<file path="src/rtl/core/phmc_pkg.sv">
// Shared types, widths and arithmetic helpers of the pixel hue material classifier.
package phmc_pkg;

  localparam int ColorW  = 8;
  localparam int ChromaW = 10;   // 2a-b-c of 8-bit values: -510..510
  localparam int NormW   = 19;   // squared chroma, at most 390150
  localparam int DotW    = 20;   // signed dot product of two chroma vectors
  localparam int ProdW   = 38;   // dot^2 and product of squared norms
  localparam int RemW    = 68;   // dot^2 scaled by 2^30
  localparam int AccW    = 53;   // partial root times denominator
  localparam int RootW   = 15;   // root bits resolved by the cell chain
  localparam int CandW   = 69;
  localparam int CosW    = 16;
  localparam int NfSqW   = 20;   // 9 * noise_floor^2
  localparam int IdW     = 8;
  localparam int CntW    = 3;
  localparam int AddrW   = 5;
  localparam int DataW   = 32;
  localparam int NumWords = 4;

  localparam logic signed [CosW-1:0] CosThrReset = 16'sd28378;
  localparam logic [ColorW-1:0]      NoiseReset  = 8'd14;
  localparam logic [CosW-1:0]        CosMaxPos   = 16'h7fff;
  localparam logic [CosW-1:0]        CosMaxNeg   = 16'h8000;

  typedef enum logic [2:0] {
    REG_COS_THR     = 3'd0,
    REG_NOISE_LVL   = 3'd1,
    REG_REF_COUNT   = 3'd2,
    REG_REF_WORD0   = 3'd3,
    REG_REF_WORD1   = 3'd4,
    REG_REF_WORD2   = 3'd5,
    REG_REF_WORD3   = 3'd6
  } reg_idx_e;

  typedef logic signed [ChromaW-1:0] chroma_t;

  // One reference lane of the integer square-root search.
  typedef struct packed {
    logic [ProdW-1:0] den;
    logic [RemW-1:0]  rem;
    logic [AccW-1:0]  acc;
    logic [RootW-1:0] root;
    logic             neg;
    logic             zero;
    logic             sat;
  } lane_t;

  typedef struct packed {
    logic opaque;
    logic quiet;
  } meta_t;

  function automatic chroma_t chroma_axis(logic [ColorW-1:0] a, logic [ColorW-1:0] b,
                                          logic [ColorW-1:0] c);
    logic signed [ChromaW:0] s;
    s = $signed({2'b00, a, 1'b0}) - $signed({3'b000, b}) - $signed({3'b000, c});
    return s[ChromaW-1:0];
  endfunction

  function automatic logic [NormW-1:0] norm3(chroma_t a, chroma_t b, chroma_t c);
    logic signed [2*ChromaW:0] s;
    s = a * a + b * b + c * c;
    return s[NormW-1:0];
  endfunction

  function automatic logic signed [DotW-1:0] dot3(chroma_t a0, chroma_t a1, chroma_t a2,
                                                   chroma_t b0, chroma_t b1, chroma_t b2);
    logic signed [2*ChromaW:0] s;
    s = a0 * b0 + a1 * b1 + a2 * b2;
    return s[DotW-1:0];
  endfunction

endpackage

</file>
<file path="src/rtl/core/phmc_cell.sv">
// One square-root cell: resolves a single root bit for every reference lane.
module phmc_cell #(
  parameter int MAX_REFS = 4,
  parameter int BIT      = 0
) (
  input  logic             clk_i,
  input  logic             rst_ni,
  input  logic             valid_i,
  output logic             ready_o,
  input  phmc_pkg::meta_t  meta_i,
  input  phmc_pkg::lane_t  lane_i [MAX_REFS],
  output logic             valid_o,
  input  logic             ready_i,
  output phmc_pkg::meta_t  meta_o,
  output phmc_pkg::lane_t  lane_o [MAX_REFS]
);
  import phmc_pkg::*;

  logic  valid_q;
  meta_t meta_q;
  lane_t lane_q [MAX_REFS];
  lane_t lane_d [MAX_REFS];

  // Try root bit: (2R+b)*b*den = 2b*(R*den) + b^2*den, no multiplier needed.
  always_comb begin
    logic [CandW-1:0] acc_x;
    logic [CandW-1:0] den_x;
    logic [CandW-1:0] cand;
    for (int k = 0; k < MAX_REFS; k++) begin
      lane_d[k] = lane_i[k];
      acc_x = CandW'(lane_i[k].acc) << (BIT + 1);
      den_x = CandW'(lane_i[k].den) << (2 * BIT);
      cand  = acc_x + den_x;
      if (cand <= CandW'(lane_i[k].rem)) begin
        lane_d[k].rem  = lane_i[k].rem - cand[RemW-1:0];
        lane_d[k].acc  = lane_i[k].acc + (AccW'(lane_i[k].den) << BIT);
        lane_d[k].root = lane_i[k].root | (RootW'(1) << BIT);
      end
    end
  end

  assign ready_o = !valid_q || ready_i;

  always_ff @(posedge clk_i or negedge rst_ni) begin
    if (!rst_ni) begin
      valid_q <= 1'b0;
    end else if (ready_o) begin
      valid_q <= valid_i;
    end
  end

  always_ff @(posedge clk_i) begin
    if (ready_o) begin
      meta_q <= meta_i;
      lane_q <= lane_d;
    end
  end

  assign valid_o = valid_q;
  assign meta_o  = meta_q;
  assign lane_o  = lane_q;

endmodule

</file>
<file path="config.mk">
export PLATFORM = sky130hd
export DESIGN_NAME = phmc_cell
export DESIGN_NICKNAME = d
export VERILOG_FILES = /design/src/rtl/core/phmc_pkg.sv /design/src/rtl/core/phmc_cell.sv
export SDC_FILE = /design/constraint.sdc
export NUM_CORES = 2
export LEC_CHECK = 0
export ABC_AREA = 1
export BUFFER_PORTS_ARGS = -buffer_cell sky130_fd_sc_hd__buf_2
export CORE_AREA = 4 4 553 555
export DETAILED_ROUTE_END_ITERATION = 6
export DIE_AREA = 0 0 557 559
export GPL_ROUTABILITY_DRIVEN = 0
export PLACE_DENSITY = 0.48
export SLEW_MARGIN = 20
export SYNTH_ARGS = -nofsm -noshare
export SYNTH_HDL_FRONTEND = slang
export SYNTH_SLANG_ARGS = --single-unit
</file>
<file path="constraint.sdc">
create_clock -name clk_i -period 19.8 [get_ports clk_i]
set_input_delay 0.99 -clock clk_i [delete_from_list [all_inputs] [get_ports clk_i]]
set_output_delay 0.99 -clock clk_i [all_outputs]
set_load 0.02 [all_outputs]
</file>
==> key figures <==
Status
  – Outcome: finished clean

STA
  – Max_slew headroom: 0.302
  – Worst-Margin Slew: 1040 ps
  – Final Hold Viols: 0
  – Fmax achieved: 147 MHz
  – Pins Over Slew Limit: 0
  – Final setup viols: 0
  – Minimum clock period: 6820 ps
  – Fin crit share: 0.344
  – Setup TNS: 0 ps
  – RSZ-0062 raised after global routing: no
  – Max Clock Skew: 63.0 ps

Routing
  – Vias per cell: 4.99
  – Routed Antenna Nets: 0
  – Routed len/inst: 24.6 um
  – First-pass detailed-route iteration total: 7
  – # DRC: 0
  – Vias: 88112
  – Final WL: 435000 um
  – DRT iter0 DRCs: 10054

Worst setup path
  – WS Path Type: in -> reg
  – CP Capture Type: flip-flop
  – Worst EP arrival: 7290 ps
  – CP Launch Type: input pin
  – FF-to-FF setup slack: 16110 ps
  – Crit path max fanout: 81
  – Critical Path RT: 20270 ps
  – Worst Reg2Reg Path Length in Cells: 4
  – R2R Path Start: valid_o
  – R2R Path End: lane_o[49]

Die
  – Die area: 311000 um^2
  – Core Box Area: 302000 um^2
  – Initial Utilization: 0.252
  – Die height: 559 um
  – Io pins: 1426
  – Core Rows: 202
  – Die W: roughly 560 um

Synthesis
  – Synth Instances: around 12000
  – Leading post-synthesis cells by cell area: edfxtp_1 (28%), nand2_1 (22%), inv_1 (9.6%)
  – Post-synthesis sequential area ratio: 0.281
  – Number of flops mapped to enable cells by yosys: ~700
  – Mean Syn Cell Area: 6.27 um^2
  – Syn nets: 13357
  – Synthesized flop and latch total: 711
  – Main synth FF type: edfxtp_1
  – Mapped Area: 75900 um^2
  – Synth unique cells: 45
  – Ys Warns: 0
  – Largest area contributor in the netlist: edfxtp_1
  – Yosys top cell area share: 0.281
  – Async set-reset flop share out of synthesis: 0.00141

Worst hold path
  – Worst hold stages: 1
  – Hold Path End: lane_o[2]
  – Worst Hold Class: in -> reg
  – Hold path startpoint: lane_i[2]

CTS
  – Clock tree buffer depth: 4
  – Later-pin clock latency in the skew report: 840 ps
  – Clk sinks: 711
  – Post-cts sizing count: 0
  – CTS root buffer: clkbuf_16
  – H-Tree Depth: 3
  – Post-CTS Setup Bufs: 0
  – CTS buffer count: 98
  – CTS tree: done
  – Clk pin slew, worst setup/hold paths: 60 ps
  – Hold Buf Count CTS: 1

Layout
  – Most common cell after layout, fill and taps aside: nand2_1
  – Non-Filler Instances: 17664
  – Synth-to-layout area growth: 19.5%
  – Most frequent cells in the layout: nand2_1 (4464), inv_1 (1932), buf_2 (1425)
  – Nets: about 15000
  – Layout cells sized above 1: 0.130

Global route
  – First-pass GRT wire length: 599000 um
  – Tot GR Track Use: 0.265
  – Pin count of the biggest net entering global routing: 160
  – Vias in the first global route: 81337
  – Initial antenna violation count: 102
  – Total gr overflow: 0

Power and ir drop
  – LEAKAGE: 45.0 nW
  – Worst vdd ir: 0.0725 mV
  – Pwr dens: roughly 84 nW/um^2

Placed design
  – Dpl cells: 17437
  – Placed wire-length estimate: between 300000 and 400000 um
  – IO buf count: 1425

Run
  – Number of max-cap violations: 0
cell usage after synthesis (all sizes together), types with 69 or more instances:
cell type	n
a21oi	710
nand4	141
inv	1973
xnor2	237
buf	88
nor2	1319
nand2	4481
xor2	163
ha	520
edfxtp	710
o21bai	108
nand3b	69
o21ai	533
nor3	135
nand3	767
sequential cells by signal (all words and copies together), names as in the netlist:
| register | count |
|---|---|
| meta_o | 2 |
| lane_o | 708 |
| valid_o | 1 |
layout make-up:
type | count | area (um^2)
Antenna cell | 52 | 130
Clock buffer | 109 | 2490
Clock inverter | 64 | 628
Fill cell | 34495 | 211000
Inverter | 1973 | 7420
Multi-Input combinational cell | 9328 | 46400
Sequential cell | 711 | 21300
Tap cell | 3978 | 4980
Timing Repair Buffer | 1449 | 7360
worst max-delay path by stage:
stage | start | endpoint | slack, ps | cells past startpoint
floorplan | ready_i | lane_o[0] | 2250 | 2
global placement | lane_i[671] | lane_o[618] | 12340 | 22
detailed placement | lane_i[671] | lane_o[618] | 12350 | 22
CTS | lane_i[671] | lane_o[618] | 13170 | 22
global route | lane_i[671] | lane_o[550] | 12670 | 22
finish | lane_i[671] | lane_o[618] | 12980 | 22
power by group:
part	switching, mW	internal, mW
Sequential	0.157	2.03
Combinational	2.63	1.04
Clock	0.762	1.04
Total	3.55	4.11
worst max-delay path: stages:
cell     delay [ps]
buf_2           240
ha_1            450
inv_1           100
fa_1            410
inv_1           130
nand3_1          80
nand2_1         210
a21oi_1         150
o21ai_0         560
nand3_1         150
nand3_1         140
xor2_1          280
ha_1            390
a21oi_1         230
o21ai_0         190
a21oi_1         240
a21oi_1         110
nor2_1          170
nand2_4         310
inv_6           580
buf_4           770
o21ai_1         220
cells by family (layout without fill, tap and decap cells):
family | after synthesis | count (layout) | share of synthesized area
other | 0 | 52 | 0
AO/OA/AOI/OAI | 1432 | 1432 | 0.104
flip-flops | 711 | 711 | 0.281
adder cells (fa/ha/maj) | 532 | 532 | 0.0889
XOR/XNOR | 400 | 400 | 0.0462
AND/OR/NAND/NOR | 6964 | 6964 | 0.372
buffers and inverters | 2072 | 3595 | 0.108
through the flow:
stage	util	hold WS [ps]	setup WS, ps	cell area, um^2	total power, mW
6_report	0.301	324	12980	90700	7.66
3_3_place_gp	0.290	769	12340	87400	5.82
5_1_grt	0.301	266	12670	90700	8.03
2_1_floorplan	-	694	2250	75900	4.33
3_5_place_dp	0.290	769	12350	87400	5.80
4_1_cts	0.300	243	13170	90600	7.65
metal layers:
layer / wire (um) / GRT usage
met5: 140 / 0
met4: 22500 / 0.122
met3: 44700 / 0.0590
met2: 183000 / 0.399
met1: 184000 / 0.358
Power figures use the tool's default switching activity.
